===== config.mk =====
export PLATFORM = sky130hd
export DESIGN_NAME = adc_temperature_interpolator
export DESIGN_NICKNAME = d
export VERILOG_FILES = /design/src/rtl/ati_pkg.sv /design/src/rtl/adc_temperature_interpolator.sv /design/src/rtl/ati_front.sv /design/src/rtl/ati_queue.sv /design/src/rtl/ati_div.sv /design/src/rtl/ati_back.sv
export SDC_FILE = /design/constraint.sdc
export NUM_CORES = 2
export LEC_CHECK = 0
export BUFFER_PORTS_ARGS = -buffer_cell sky130_fd_sc_hd__buf_2
export CORE_ASPECT_RATIO = 1.4
export CORE_UTILIZATION = 50
export DETAILED_ROUTE_END_ITERATION = 6
export GPL_TIMING_DRIVEN = 1
export PLACE_DENSITY = 0.66
export SYNTH_ARGS = -nofsm -noshare
export SYNTH_HDL_FRONTEND = slang
export SYNTH_SLANG_ARGS = --single-unit

===== constraint.sdc =====
create_clock -name clk -period 11.29 [get_ports clk]
set_input_delay 2.258 -clock clk [delete_from_list [all_inputs] [get_ports clk]]
set_output_delay 2.258 -clock clk [all_outputs]
set_load 0.1 [all_outputs]

===== src/rtl/ati_pkg.sv =====
package ati_pkg;

  localparam int ADC_W        = 12;
  localparam int TEMP_W       = 16;
  localparam int SCALE_W      = 16;
  localparam int OPC_W        = 2;
  localparam int STATUS_W     = 2;
  localparam int POS_W        = ADC_W + SCALE_W;
  localparam int FRAC_W       = 16;

  localparam int IN_TDATA_W   = 32;
  localparam int OUT_TDATA_W  = 32;
  localparam int TUSER_W      = 2;

  localparam int CFG_ADDR_W   = 2;
  localparam int CFG_DATA_W   = 16;

  localparam int TABLE_ENTRIES_DEF = 8;
  localparam int QUEUE_DEPTH       = 2;

  localparam logic [ADC_W-1:0]   ADC_MAX          = 12'd4095;
  localparam logic [ADC_W-1:0]   MIN_ADC_RST      = 12'd300;
  localparam logic [SCALE_W-1:0] SCALE_K_RST      = 16'd925;
  localparam logic [TEMP_W-1:0]  MAX_TEMP_RST     = 16'd4000;

  localparam int RESET_DEG_START = 200;
  localparam int RESET_DEG_STEP  = 25;
  localparam int TEMP_UNITS      = 16;

  localparam logic [CFG_ADDR_W-1:0] REG_MIN_ADC  = 2'd0;
  localparam logic [CFG_ADDR_W-1:0] REG_SCALE_K  = 2'd1;
  localparam logic [CFG_ADDR_W-1:0] REG_MAX_TEMP = 2'd2;

  localparam logic [OPC_W-1:0] OP_CONVERT   = 2'd0;
  localparam logic [OPC_W-1:0] OP_CAL_START = 2'd1;
  localparam logic [OPC_W-1:0] OP_CAL_PUSH  = 2'd2;

  localparam logic [STATUS_W-1:0] ST_IDLE = 2'd0;
  localparam logic [STATUS_W-1:0] ST_WAIT = 2'd1;
  localparam logic [STATUS_W-1:0] ST_DONE = 2'd2;
  localparam logic [STATUS_W-1:0] ST_CONV = 2'd3;

  typedef struct packed {
    logic [OPC_W-1:0]  opcode;
    logic              below;
    logic [ADC_W-1:0]  diff;
    logic [TEMP_W-1:0] temp;
  } cmd_t;

  function automatic logic [TEMP_W-1:0] reset_temp(int idx);
    int deg;
    deg = RESET_DEG_START - RESET_DEG_STEP * idx;
    if (deg > 0) begin
      return TEMP_W'(deg * TEMP_UNITS);
    end
    return '0;
  endfunction

endpackage


===== src/rtl/adc_temperature_interpolator.sv =====
// Converts 12-bit ADC samples to temperature in 1/16 degree units through a
// small table with linear interpolation, and runs a calibration sequence that
// refills the table from its last entry down.
// Input words carry the opcode in in_tuser and the sample and calibration
// temperature in in_tdata. Every input word yields exactly one output word,
// in order, with the status in out_tuser and the temperature and required
// ADC value in out_tdata. Registers are written through cfg_we, cfg_addr and
// cfg_wdata; the user must write them only while no word is in flight, as
// the block does not enforce it. An input word passes an input register
// and a two-word queue, then the execution unit. A convert below min_adc
// returns max_temp, one past the table returns the last entry and any other
// interpolates between two entries; a calibration word that computes a new
// required ADC value uses the bit-serial divider. One word is executed at a
// time, while the input register and queue go on taking further words.
// Reset restores the register defaults, the factory temperature curve and
// the not-initialized calibration state, and empties the queue.
// When the receiver stalls, the output word holds; the execution unit waits
// with its next result, and the input side keeps taking words until the
// queue and input register are full.
module adc_temperature_interpolator #(
  parameter int TABLE_ENTRIES = ati_pkg::TABLE_ENTRIES_DEF
) (
  input  logic                               clk,
  input  logic                               rst_n,
  input  logic                               in_tvalid,
  output logic                               in_tready,
  // adc_sample [11:0], cal_temperature [27:12], zeros above.
  input  logic [ati_pkg::IN_TDATA_W-1:0]     in_tdata,
  // opcode [1:0].
  input  logic [ati_pkg::TUSER_W-1:0]        in_tuser,
  output logic                               out_tvalid,
  input  logic                               out_tready,
  // temperature [15:0], required_adc [27:16], zeros above.
  output logic [ati_pkg::OUT_TDATA_W-1:0]    out_tdata,
  // cal_status [1:0].
  output logic [ati_pkg::TUSER_W-1:0]        out_tuser,
  input  logic                               cfg_we,
  input  logic [ati_pkg::CFG_ADDR_W-1:0]     cfg_addr,
  input  logic [ati_pkg::CFG_DATA_W-1:0]     cfg_wdata
);

  localparam int AW = ati_pkg::ADC_W;
  localparam int TW = ati_pkg::TEMP_W;

  logic [AW-1:0]                  min_adc_r;
  logic [AW-1:0]                  min_adc_nxt;
  logic [ati_pkg::SCALE_W-1:0]    scale_k_r;
  logic [ati_pkg::SCALE_W-1:0]    scale_k_nxt;
  logic [TW-1:0]                  max_temp_r;
  logic [TW-1:0]                  max_temp_nxt;

  logic                           q_push;
  logic                           q_full;
  ati_pkg::cmd_t                  front_cmd;
  logic                           q_pop;
  logic                           q_valid;
  ati_pkg::cmd_t                  q_head;
  logic [TW-1:0]                  res_temp;
  logic [ati_pkg::STATUS_W-1:0]   res_status;
  logic [AW-1:0]                  res_req;

  always_comb begin
    min_adc_nxt  = min_adc_r;
    scale_k_nxt  = scale_k_r;
    max_temp_nxt = max_temp_r;
    if (cfg_we) begin
      case (cfg_addr)
        ati_pkg::REG_MIN_ADC:  min_adc_nxt  = cfg_wdata[AW-1:0];
        ati_pkg::REG_SCALE_K:  scale_k_nxt  = cfg_wdata;
        ati_pkg::REG_MAX_TEMP: max_temp_nxt = cfg_wdata;
        default: begin
          min_adc_nxt = min_adc_r;
        end
      endcase
    end
  end

  always_ff @(posedge clk) begin
    if (!rst_n) begin
      min_adc_r  <= ati_pkg::MIN_ADC_RST;
      scale_k_r  <= ati_pkg::SCALE_K_RST;
      max_temp_r <= ati_pkg::MAX_TEMP_RST;
    end else begin
      min_adc_r  <= min_adc_nxt;
      scale_k_r  <= scale_k_nxt;
      max_temp_r <= max_temp_nxt;
    end
  end

  ati_front u_front (
    .clk             (clk),
    .rst_n           (rst_n),
    .in_valid        (in_tvalid),
    .in_ready        (in_tready),
    .opcode          (in_tuser),
    .adc_sample      (in_tdata[AW-1:0]),
    .cal_temperature (in_tdata[AW +: TW]),
    .min_adc         (min_adc_r),
    .push            (q_push),
    .q_full          (q_full),
    .cmd             (front_cmd)
  );

  ati_queue u_queue (
    .clk        (clk),
    .rst_n      (rst_n),
    .push       (q_push),
    .push_cmd   (front_cmd),
    .full       (q_full),
    .pop        (q_pop),
    .head_valid (q_valid),
    .head       (q_head)
  );

  ati_back #(
    .TABLE_ENTRIES (TABLE_ENTRIES)
  ) u_back (
    .clk          (clk),
    .rst_n        (rst_n),
    .cmd_valid    (q_valid),
    .cmd_head     (q_head),
    .cmd_pop      (q_pop),
    .min_adc      (min_adc_r),
    .scale_k      (scale_k_r),
    .temp_limit   (max_temp_r),
    .res_valid    (out_tvalid),
    .res_ready    (out_tready),
    .temperature  (res_temp),
    .cal_status   (res_status),
    .required_adc (res_req)
  );

  assign out_tdata = {{(ati_pkg::OUT_TDATA_W - TW - AW){1'b0}}, res_req, res_temp};
  assign out_tuser = res_status;

endmodule


===== src/rtl/ati_front.sv =====
module ati_front (
  input  logic                          clk,
  input  logic                          rst_n,
  input  logic                          in_valid,
  output logic                          in_ready,
  input  logic [ati_pkg::OPC_W-1:0]     opcode,
  input  logic [ati_pkg::ADC_W-1:0]     adc_sample,
  input  logic [ati_pkg::TEMP_W-1:0]    cal_temperature,
  input  logic [ati_pkg::ADC_W-1:0]     min_adc,
  output logic                          push,
  input  logic                          q_full,
  output ati_pkg::cmd_t                 cmd
);

  logic          valid_r;
  logic          valid_nxt;
  ati_pkg::cmd_t cmd_r;
  ati_pkg::cmd_t cmd_nxt;
  logic          take;

  assign in_ready = !valid_r || !q_full;
  assign take     = in_valid && in_ready;
  assign push     = valid_r && !q_full;
  assign cmd      = cmd_r;

  always_comb begin
    valid_nxt = valid_r;
    cmd_nxt   = cmd_r;
    if (push) begin
      valid_nxt = 1'b0;
    end
    if (take) begin
      valid_nxt      = 1'b1;
      cmd_nxt.opcode = opcode;
      cmd_nxt.below  = adc_sample < min_adc;
      cmd_nxt.diff   = adc_sample - min_adc;
      cmd_nxt.temp   = cal_temperature;
    end
  end

  always_ff @(posedge clk) begin
    if (!rst_n) begin
      valid_r <= 1'b0;
    end else begin
      valid_r <= valid_nxt;
    end
  end

  always_ff @(posedge clk) begin
    cmd_r <= cmd_nxt;
  end

endmodule


===== src/rtl/ati_queue.sv =====
module ati_queue (
  input  logic          clk,
  input  logic          rst_n,
  input  logic          push,
  input  ati_pkg::cmd_t push_cmd,
  output logic          full,
  input  logic          pop,
  output logic          head_valid,
  output ati_pkg::cmd_t head
);

  localparam int DEPTH = ati_pkg::QUEUE_DEPTH;
  localparam int PTR_W = (DEPTH > 1) ? $clog2(DEPTH) : 1;
  localparam int CNT_W = $clog2(DEPTH + 1);

  ati_pkg::cmd_t    entry_r [DEPTH];
  logic [PTR_W-1:0] wr_ptr_r;
  logic [PTR_W-1:0] wr_ptr_nxt;
  logic [PTR_W-1:0] rd_ptr_r;
  logic [PTR_W-1:0] rd_ptr_nxt;
  logic [CNT_W-1:0] count_r;
  logic [CNT_W-1:0] count_nxt;
  logic             do_push;
  logic             do_pop;

  assign full       = count_r == CNT_W'(DEPTH);
  assign head_valid = count_r != '0;
  assign head       = entry_r[rd_ptr_r];
  assign do_push    = push && !full;
  assign do_pop     = pop && head_valid;

  always_comb begin
    wr_ptr_nxt = wr_ptr_r;
    rd_ptr_nxt = rd_ptr_r;
    count_nxt  = count_r;
    if (do_push) begin
      wr_ptr_nxt = (wr_ptr_r == PTR_W'(DEPTH - 1)) ? '0 : wr_ptr_r + 1'b1;
    end
    if (do_pop) begin
      rd_ptr_nxt = (rd_ptr_r == PTR_W'(DEPTH - 1)) ? '0 : rd_ptr_r + 1'b1;
    end
    if (do_push && !do_pop) begin
      count_nxt = count_r + 1'b1;
    end else if (do_pop && !do_push) begin
      count_nxt = count_r - 1'b1;
    end
  end

  always_ff @(posedge clk) begin
    if (!rst_n) begin
      wr_ptr_r <= '0;
      rd_ptr_r <= '0;
      count_r  <= '0;
    end else begin
      wr_ptr_r <= wr_ptr_nxt;
      rd_ptr_r <= rd_ptr_nxt;
      count_r  <= count_nxt;
    end
  end

  always_ff @(posedge clk) begin
    if (do_push) begin
      entry_r[wr_ptr_r] <= push_cmd;
    end
  end

endmodule


===== src/rtl/ati_div.sv =====
module ati_div #(
  parameter int DW = 19
) (
  input  logic                           clk,
  input  logic                           rst_n,
  input  logic                           start,
  input  logic [DW-1:0]                  dividend,
  input  logic [ati_pkg::SCALE_W-1:0]    divisor,
  output logic                           done,
  output logic [DW-1:0]                  quotient
);

  localparam int SW    = ati_pkg::SCALE_W;
  localparam int CNT_W = $clog2(DW + 1);

  logic             busy_r;
  logic             busy_nxt;
  logic             done_r;
  logic             done_nxt;
  logic [CNT_W-1:0] cnt_r;
  logic [CNT_W-1:0] cnt_nxt;
  logic [DW-1:0]    num_r;
  logic [DW-1:0]    num_nxt;
  logic [DW-1:0]    quo_r;
  logic [DW-1:0]    quo_nxt;
  logic [SW-1:0]    rem_r;
  logic [SW-1:0]    rem_nxt;
  logic [SW-1:0]    div_r;
  logic [SW-1:0]    div_nxt;
  logic [SW:0]      trial;
  logic [SW:0]      trial_sub;
  logic             fits;

  assign trial     = {rem_r, num_r[DW-1]};
  assign trial_sub = trial - {1'b0, div_r};
  assign fits      = trial >= {1'b0, div_r};
  assign done      = done_r;
  assign quotient  = quo_r;

  always_comb begin
    busy_nxt = busy_r;
    done_nxt = 1'b0;
    cnt_nxt  = cnt_r;
    num_nxt  = num_r;
    quo_nxt  = quo_r;
    rem_nxt  = rem_r;
    div_nxt  = div_r;
    if (start) begin
      busy_nxt = 1'b1;
      cnt_nxt  = CNT_W'(DW);
      num_nxt  = dividend;
      quo_nxt  = '0;
      rem_nxt  = '0;
      div_nxt  = divisor;
    end else if (busy_r) begin
      num_nxt = {num_r[DW-2:0], 1'b0};
      quo_nxt = {quo_r[DW-2:0], fits};
      rem_nxt = fits ? trial_sub[SW-1:0] : trial[SW-1:0];
      cnt_nxt = cnt_r - 1'b1;
      if (cnt_r == CNT_W'(1)) begin
        busy_nxt = 1'b0;
        done_nxt = 1'b1;
      end
    end
  end

  always_ff @(posedge clk) begin
    if (!rst_n) begin
      busy_r <= 1'b0;
      done_r <= 1'b0;
      cnt_r  <= '0;
    end else begin
      busy_r <= busy_nxt;
      done_r <= done_nxt;
      cnt_r  <= cnt_nxt;
    end
  end

  always_ff @(posedge clk) begin
    num_r <= num_nxt;
    quo_r <= quo_nxt;
    rem_r <= rem_nxt;
    div_r <= div_nxt;
  end

endmodule


===== src/rtl/ati_back.sv =====
module ati_back #(
  parameter int TABLE_ENTRIES = ati_pkg::TABLE_ENTRIES_DEF
) (
  input  logic                            clk,
  input  logic                            rst_n,
  input  logic                            cmd_valid,
  input  ati_pkg::cmd_t                   cmd_head,
  output logic                            cmd_pop,
  input  logic [ati_pkg::ADC_W-1:0]       min_adc,
  input  logic [ati_pkg::SCALE_W-1:0]     scale_k,
  input  logic [ati_pkg::TEMP_W-1:0]      temp_limit,
  output logic                            res_valid,
  input  logic                            res_ready,
  output logic [ati_pkg::TEMP_W-1:0]      temperature,
  output logic [ati_pkg::STATUS_W-1:0]    cal_status,
  output logic [ati_pkg::ADC_W-1:0]       required_adc
);

  localparam int IDX_W  = (TABLE_ENTRIES > 1) ? $clog2(TABLE_ENTRIES) : 1;
  localparam int DW     = IDX_W + ati_pkg::SCALE_W;
  localparam int TW     = ati_pkg::TEMP_W;
  localparam int AW     = ati_pkg::ADC_W;
  localparam int SW     = ati_pkg::STATUS_W;
  localparam int PW     = ati_pkg::POS_W;
  localparam int FW     = ati_pkg::FRAC_W;
  localparam int PROD_W = 2 * (TW + 1);
  localparam logic [IDX_W-1:0] LAST = IDX_W'(TABLE_ENTRIES - 1);
  localparam logic signed [PROD_W-1:0] ROUND_HALF = PROD_W'(1 << (FW - 1));

  localparam logic [3:0] S_IDLE = 4'd0;
  localparam logic [3:0] S_POS  = 4'd1;
  localparam logic [3:0] S_SEG  = 4'd2;
  localparam logic [3:0] S_LO   = 4'd3;
  localparam logic [3:0] S_HI   = 4'd4;
  localparam logic [3:0] S_ACC  = 4'd5;
  localparam logic [3:0] S_LAST = 4'd6;
  localparam logic [3:0] S_REQ  = 4'd7;
  localparam logic [3:0] S_DIV  = 4'd8;
  localparam logic [3:0] S_OUT  = 4'd9;

  logic [3:0]               state_r;
  logic [3:0]               state_nxt;
  ati_pkg::cmd_t            cmd_r;
  ati_pkg::cmd_t            cmd_nxt;
  logic [PW-1:0]            pos_r;
  logic [PW-1:0]            pos_nxt;
  logic [IDX_W-1:0]         seg_r;
  logic [IDX_W-1:0]         seg_nxt;
  logic [TW-1:0]            lo_r;
  logic [TW-1:0]            lo_nxt;
  logic signed [PROD_W-1:0] prod_r;
  logic signed [PROD_W-1:0] prod_nxt;
  logic [TW-1:0]            res_temp_r;
  logic [TW-1:0]            res_temp_nxt;
  logic [SW-1:0]            res_status_r;
  logic [SW-1:0]            res_status_nxt;
  logic [SW-1:0]            phase_r;
  logic [SW-1:0]            phase_nxt;
  logic [IDX_W-1:0]         cal_idx_r;
  logic [IDX_W-1:0]         cal_idx_nxt;
  logic [AW-1:0]            req_r;
  logic [AW-1:0]            req_nxt;

  logic                     out_valid_r;
  logic                     out_valid_nxt;
  logic [TW-1:0]            out_temp_r;
  logic [SW-1:0]            out_status_r;
  logic [AW-1:0]            out_req_r;
  logic                     out_load;

  logic [TW-1:0]            mem [TABLE_ENTRIES];
  logic [TABLE_ENTRIES-1:0] written_r;
  logic [TW-1:0]            rd_data_r;
  logic                     rd_written_r;
  logic [IDX_W-1:0]         rd_addr_r;
  logic                     rd_en;
  logic [IDX_W-1:0]         rd_addr;
  logic                     wr_en;
  logic [TW-1:0]            table_rd;

  logic                     div_start;
  logic [DW-1:0]            div_dividend;
  logic                     div_done;
  logic [DW-1:0]            div_quo;
  logic [DW:0]              req_sum;
  logic [AW-1:0]            req_sat;

  logic signed [TW:0]       step_diff;
  logic signed [TW:0]       frac_s;
  logic signed [PROD_W-1:0] acc;

  assign table_rd  = rd_written_r ? rd_data_r : ati_pkg::reset_temp(int'(rd_addr_r));
  assign step_diff = $signed({1'b0, table_rd}) - $signed({1'b0, lo_r});
  assign frac_s    = $signed({1'b0, pos_r[FW-1:0]});
  assign acc       = $signed({2'b00, lo_r, {FW{1'b0}}}) + prod_r + ROUND_HALF;

  assign div_dividend = {cal_idx_r, {ati_pkg::SCALE_W{1'b0}}} + DW'(scale_k >> 1);
  assign req_sum      = (DW+1)'(min_adc) + (DW+1)'(div_quo);
  assign req_sat      = (req_sum > (DW+1)'(ati_pkg::ADC_MAX)) ? ati_pkg::ADC_MAX
                                                              : req_sum[AW-1:0];

  ati_div #(
    .DW (DW)
  ) u_div (
    .clk      (clk),
    .rst_n    (rst_n),
    .start    (div_start),
    .dividend (div_dividend),
    .divisor  (scale_k),
    .done     (div_done),
    .quotient (div_quo)
  );

  always_comb begin
    state_nxt      = state_r;
    cmd_nxt        = cmd_r;
    pos_nxt        = pos_r;
    seg_nxt        = seg_r;
    lo_nxt         = lo_r;
    prod_nxt       = prod_r;
    res_temp_nxt   = res_temp_r;
    res_status_nxt = res_status_r;
    phase_nxt      = phase_r;
    cal_idx_nxt    = cal_idx_r;
    req_nxt        = req_r;
    rd_en          = 1'b0;
    rd_addr        = seg_r;
    wr_en          = 1'b0;
    div_start      = 1'b0;
    cmd_pop        = 1'b0;
    out_load       = 1'b0;
    case (state_r)
      S_IDLE: begin
        if (cmd_valid) begin
          cmd_pop        = 1'b1;
          cmd_nxt        = cmd_head;
          res_temp_nxt   = '0;
          res_status_nxt = phase_r;
          state_nxt      = S_OUT;
          case (cmd_head.opcode)
            ati_pkg::OP_CONVERT: begin
              res_status_nxt = ati_pkg::ST_CONV;
              if (cmd_head.below) begin
                res_temp_nxt = temp_limit;
              end else begin
                state_nxt = S_POS;
              end
            end
            ati_pkg::OP_CAL_START: begin
              cal_idx_nxt    = LAST;
              phase_nxt      = ati_pkg::ST_WAIT;
              res_status_nxt = ati_pkg::ST_WAIT;
              state_nxt      = S_REQ;
            end
            ati_pkg::OP_CAL_PUSH: begin
              if (phase_r == ati_pkg::ST_WAIT) begin
                wr_en = 1'b1;
                if (cmd_head.temp >= temp_limit || cal_idx_r == '0) begin
                  phase_nxt      = ati_pkg::ST_DONE;
                  res_status_nxt = ati_pkg::ST_DONE;
                end else begin
                  cal_idx_nxt    = cal_idx_r - 1'b1;
                  res_status_nxt = ati_pkg::ST_WAIT;
                  state_nxt      = S_REQ;
                end
              end
            end
            default: begin
              state_nxt = S_OUT;
            end
          endcase
        end
      end
      S_POS: begin
        pos_nxt   = cmd_r.diff * scale_k;
        state_nxt = S_SEG;
      end
      S_SEG: begin
        rd_en = 1'b1;
        if (pos_r[PW-1:FW] >= AW'(TABLE_ENTRIES - 1)) begin
          rd_addr   = LAST;
          state_nxt = S_LAST;
        end else begin
          seg_nxt   = pos_r[FW +: IDX_W];
          rd_addr   = pos_r[FW +: IDX_W];
          state_nxt = S_LO;
        end
      end
      S_LAST: begin
        res_temp_nxt = table_rd;
        state_nxt    = S_OUT;
      end
      S_LO: begin
        lo_nxt    = table_rd;
        rd_en     = 1'b1;
        rd_addr   = seg_r + 1'b1;
        state_nxt = S_HI;
      end
      S_HI: begin
        prod_nxt  = step_diff * frac_s;
        state_nxt = S_ACC;
      end
      S_ACC: begin
        res_temp_nxt = acc[FW +: TW];
        state_nxt    = S_OUT;
      end
      S_REQ: begin
        if (scale_k == '0) begin
          req_nxt   = ati_pkg::ADC_MAX;
          state_nxt = S_OUT;
        end else begin
          div_start = 1'b1;
          state_nxt = S_DIV;
        end
      end
      S_DIV: begin
        if (div_done) begin
          req_nxt   = req_sat;
          state_nxt = S_OUT;
        end
      end
      S_OUT: begin
        if (!out_valid_r || res_ready) begin
          out_load  = 1'b1;
          state_nxt = S_IDLE;
        end
      end
      default: begin
        state_nxt = S_IDLE;
      end
    endcase
  end

  assign out_valid_nxt = out_load || (out_valid_r && !res_ready);

  always_ff @(posedge clk) begin
    if (!rst_n) begin
      state_r     <= S_IDLE;
      phase_r     <= ati_pkg::ST_IDLE;
      cal_idx_r   <= '0;
      req_r       <= '0;
      out_valid_r <= 1'b0;
      written_r   <= '0;
    end else begin
      state_r     <= state_nxt;
      phase_r     <= phase_nxt;
      cal_idx_r   <= cal_idx_nxt;
      req_r       <= req_nxt;
      out_valid_r <= out_valid_nxt;
      if (wr_en) begin
        written_r[cal_idx_r] <= 1'b1;
      end
    end
  end

  always_ff @(posedge clk) begin
    cmd_r        <= cmd_nxt;
    pos_r        <= pos_nxt;
    seg_r        <= seg_nxt;
    lo_r         <= lo_nxt;
    prod_r       <= prod_nxt;
    res_temp_r   <= res_temp_nxt;
    res_status_r <= res_status_nxt;
    if (out_load) begin
      out_temp_r   <= res_temp_r;
      out_status_r <= res_status_r;
      out_req_r    <= req_r;
    end
  end

  always_ff @(posedge clk) begin
    if (wr_en) begin
      mem[cal_idx_r] <= cmd_head.temp;
    end
    if (rd_en) begin
      rd_data_r    <= mem[rd_addr];
      rd_written_r <= written_r[rd_addr];
      rd_addr_r    <= rd_addr;
    end
  end

  assign res_valid    = out_valid_r;
  assign temperature  = out_temp_r;
  assign cal_status   = out_status_r;
  assign required_adc = out_req_r;

endmodule


==> key figures <==
Final layout
  • Diode count: 0
  • Most common cell after layout, fill and taps aside: inv_1
  • Final cell count without fillers: 4,584
  • Register area: 14,460 um^2
  • Commonest non-fill, non-tap cells in the layout: inv_1, nand2_1, fa_1
  • Layout cell share with drive strength beyond 1: 9.126%
  • NumNets Final: 4,298
  • Filler cells: 6,531
  • Footprint of the multi-input gates: 21,380 um^2
  • Synthesis-to-finish area growth: 8.366%

Critical path
  • Critical-path top delay cell: xor2_1
  • Crit Path Max Fanout: 9
  • Reg-to-reg setup timing slack: 930 ps
  • Largest stage delay on the critical path: 600 ps
  • Critical R2R Launch: u_back.rd_addr_r[1]
  • Crit start category: flip-flop
  • Type of the worst setup path: flip-flop to flip-flop
  • WP data required: 11,640 ps
  • Reg2reg end: u_back.prod_r[31]
  • Critical path arrival: 10,720 ps
  • Worst setup EP type: flip-flop
  • Reg2reg path depth: 36

Place
  • Hpwl dp: 62,900 um
  • Placer Congestion: 0.8497
  • Number of port buffers: 84
  • Placed Instances: 4,497

Clocking
  • CTS buffer count: 47
  • CTS tree: built
  • Setup repair bufs after CTS: 0
  • Gates resized, CTS repair: 0
  • CTS Root Buffer Type: clkbuf_16
  • Clk_lat worst skew: 610 ps
  • Clock sink count: 522
  • Clock-pin slew on the worst setup and hold paths: 70 ps
  • Max Buffers Root-to-Sink: 3
  • Max H-tree Level: 2
  • CTS Hold Bufs: 0

Synthesis
  • Yosys warns: 0
  • Multiplexer share of the synthesized area: 4.016%
  • Synth area leaders: edfxtp_1, fa_1, ha_1, dfxtp_1, inv_1
  • Asr flop ratio synth: 0%
  • Seq/Total Area, Yosys: 37.59%
  • Yosys reg bits: 522
  • Post-Syn Area: 38,450 um^2
  • Synth Area in Simple Gates: 12.48%
  • Area leader, netlist: edfxtp_1
  • Mean Syn Cell Area: 10.94 um^2
  • Synth Area in Compound Gates: 6.944%
  • XOR/XNOR Fraction of Synth Area: 2.392%
  • Distinct cells, synth: 77
  • Largest family of logic cells by synthesized area: adder cells
  • Post-synth EDFFs: 400
  • Synth top area share: 31.24%
  • Top_reg_cell synth: edfxtp_1
  • Synth Area in Adders: 29.58%
  • Gate Count Post-Synth: 3,513

Die
  • Chip Width: 236.4 um
  • Die Area: 78,030 um^2
  • Cell row count: 119
  • Core Area: 75,640 um^2
  • IO Count: 93
  • Die Height: 330.1 um
  • Initial Util: 50.83%

STA
  • Post-layout min period: 10,360 ps
  • Final setup violating endpoints: 0
  • Fmax: 96.50 MHz
  • Final period util: 91.79%
  • Unrepaired setup endpoints after global routing: false
  • Clock skew: 30.34 ps
  • Hold Vio Cnt, Final: 0
  • TNS Setup: 0 ps
  • Slew Limit Headroom: 27.52%
  • Slew Limit Fails: 0
  • Worst slew pin tran: 1085 ps

Flow run
  • Max Cap Viol: 0

Drt
  • Met1 WL: 33,790 um
  • Routed wire length: 84,780 um
  • DRC: 0
  • Avg Vias per Cell: 5.375
  • Via count: 24,640
  • Uppermost layer routed: met5
  • Starting DRC count in detailed routing: 1,333
  • DR WL met3: 3472 um
  • Antenna-violating nets left: 0
  • Wire per inst: 18.50 um
  • Met2 Routed Length: 44,210 um
  • Drt first pass iters: 5

Worst hold path
  • Hold Crit Class: flip-flop to flip-flop
  • Worst hold path depth: 0
  • HP Start: u_back.res_temp_r[12]
  • Endpoint with the worst hold slack: u_back.temperature[12]

Status
  • Status: finished clean

Global routing
  • Initial antenna violation count: 4
  • Pin count of the biggest net entering global routing: 86
  • GRT overflow: 0
  • Aggregate global-route resource usage: 22.64%
  • Vias in the first global route: 26,190
  • First-pass GRT wire length: 138,600 um
-- cell type report --
cell class / count / area share, %
clock buffer: 66 / 3.264
clock inverter: 21 / 0.6126
inverter: 574 / 5.171
multi-input combinational: 2292 / 51.32
sequential: 522 / 34.69
tap: 968 / 2.907
timing repair buffer: 141 / 2.036
-- synthesized netlist by cell type, types with 5 or more instances --
cell / count
a21o_1: 33
a22oi_1: 11
o211ai_1: 15
nand3b_1: 8
and3_1: 7
dfxtp_1: 122
nand2b_1: 28
nand4_1: 7
a21oi_1: 93
o21ai_0: 88
inv_1: 573
o21ai_1: 8
and2_1: 225
nand2_1: 447
a21boi_0: 41
edfxtp_1: 400
a31oi_1: 15
o21a_1: 27
fa_1: 410
nor3_1: 36
ha_1: 253
mux4_2: 34
a211oi_1: 18
nor2b_1: 29
mux2_2: 46
o31ai_1: 8
xnor2_1: 70
or3_1: 12
nor4_1: 9
mux2i_1: 26
nor2_1: 139
o21bai_1: 5
clkbuf_1: 108
nand3_1: 36
xor2_1: 35
buf_2: 11
-- flip-flops by register name, indices dropped and copies added (netlist names), 4 cells and up, named ones only --
name / cells
u_back.mem: 128
u_queue.entry_r: 62
u_front.cmd: 31
u_back.pos_r: 28
u_back.u_div.num_r: 19
u_back.u_div.quotient: 19
u_back.prod_r: 17
max_temp_r: 16
scale_k_r: 16
u_back.lo_r: 16
u_back.rd_data_r: 16
u_back.res_temp_r: 16
u_back.temperature: 16
u_back.u_div.div_r: 16
u_back.u_div.rem_r: 16
min_adc_r: 12
u_back.cmd_r: 12
u_back.req_r: 12
u_back.required_adc: 12
u_back.written_r: 8
u_back.u_div.cnt_r: 5
u_back.state_r: 4
-- through the flow --
stage,cell area [um^2],hold WS (ps),setup WS (ps),util [%]
floorplan,38460,400.3,1922,-
global placement,40050,402.3,1008,52.95
detailed placement,40050,407.2,952.2,52.95
CTS,41670,421.6,880.7,55.09
global route,41670,426.9,409.6,55.09
finish,41670,421.4,926.8,55.09
-- worst max-delay path: cells and delay by family (launching register included) --
| family | cells | cell delay, ps |
|---|---|---|
| compound gates | 11 | 2610 |
| xor+xnor | 2 | 730 |
| fa+ha+maj | 12 | 4630 |
| buf+inv | 5 | 380 |
| flops | 1 | 440 |
| simple gates | 6 | 1300 |
-- metal layers --
layer / up-vias / global-route usage [%]
met4: 8 / 8.950
met2: 529 / 41.60
met3: 165 / 2.474
met1: 12350 / 27.07
li1: 11590 / -
met5: - / 0
-- logic make-up (layout without fill, tap and decap cells) --
| logic type | Yosys count | after routing |
|---|---|---|
| muxes | 106 | 106 |
| adders and majority gates | 663 | 663 |
| AOI/OAI and AO/OA | 407 | 407 |
| xor gates and xnor gates | 105 | 105 |
| other | 1 | 4 |
| and+or+nand+nor | 1007 | 1007 |
| buffers and inverters | 702 | 802 |
| DFF | 522 | 522 |
-- worst max path at each step --
stage / cells past startpoint / end / from
final: 36 / u_back.prod_r[31] / u_back.rd_addr_r[1]
after global routing: 36 / u_back.prod_r[31] / u_back.rd_addr_r[1]
after detailed placement: 36 / u_back.prod_r[31] / u_back.rd_addr_r[2]
after global placement: 36 / u_back.prod_r[31] / u_back.rd_addr_r[2]
after floorplan: 38 / u_back.prod_r[31] / u_back.rd_addr_r[1]
after CTS: 36 / u_back.prod_r[31] / u_back.rd_addr_r[1]
Power is not shown: default switching activity piles up to over one toggle a cycle in this logic, so the estimate is an artifact.
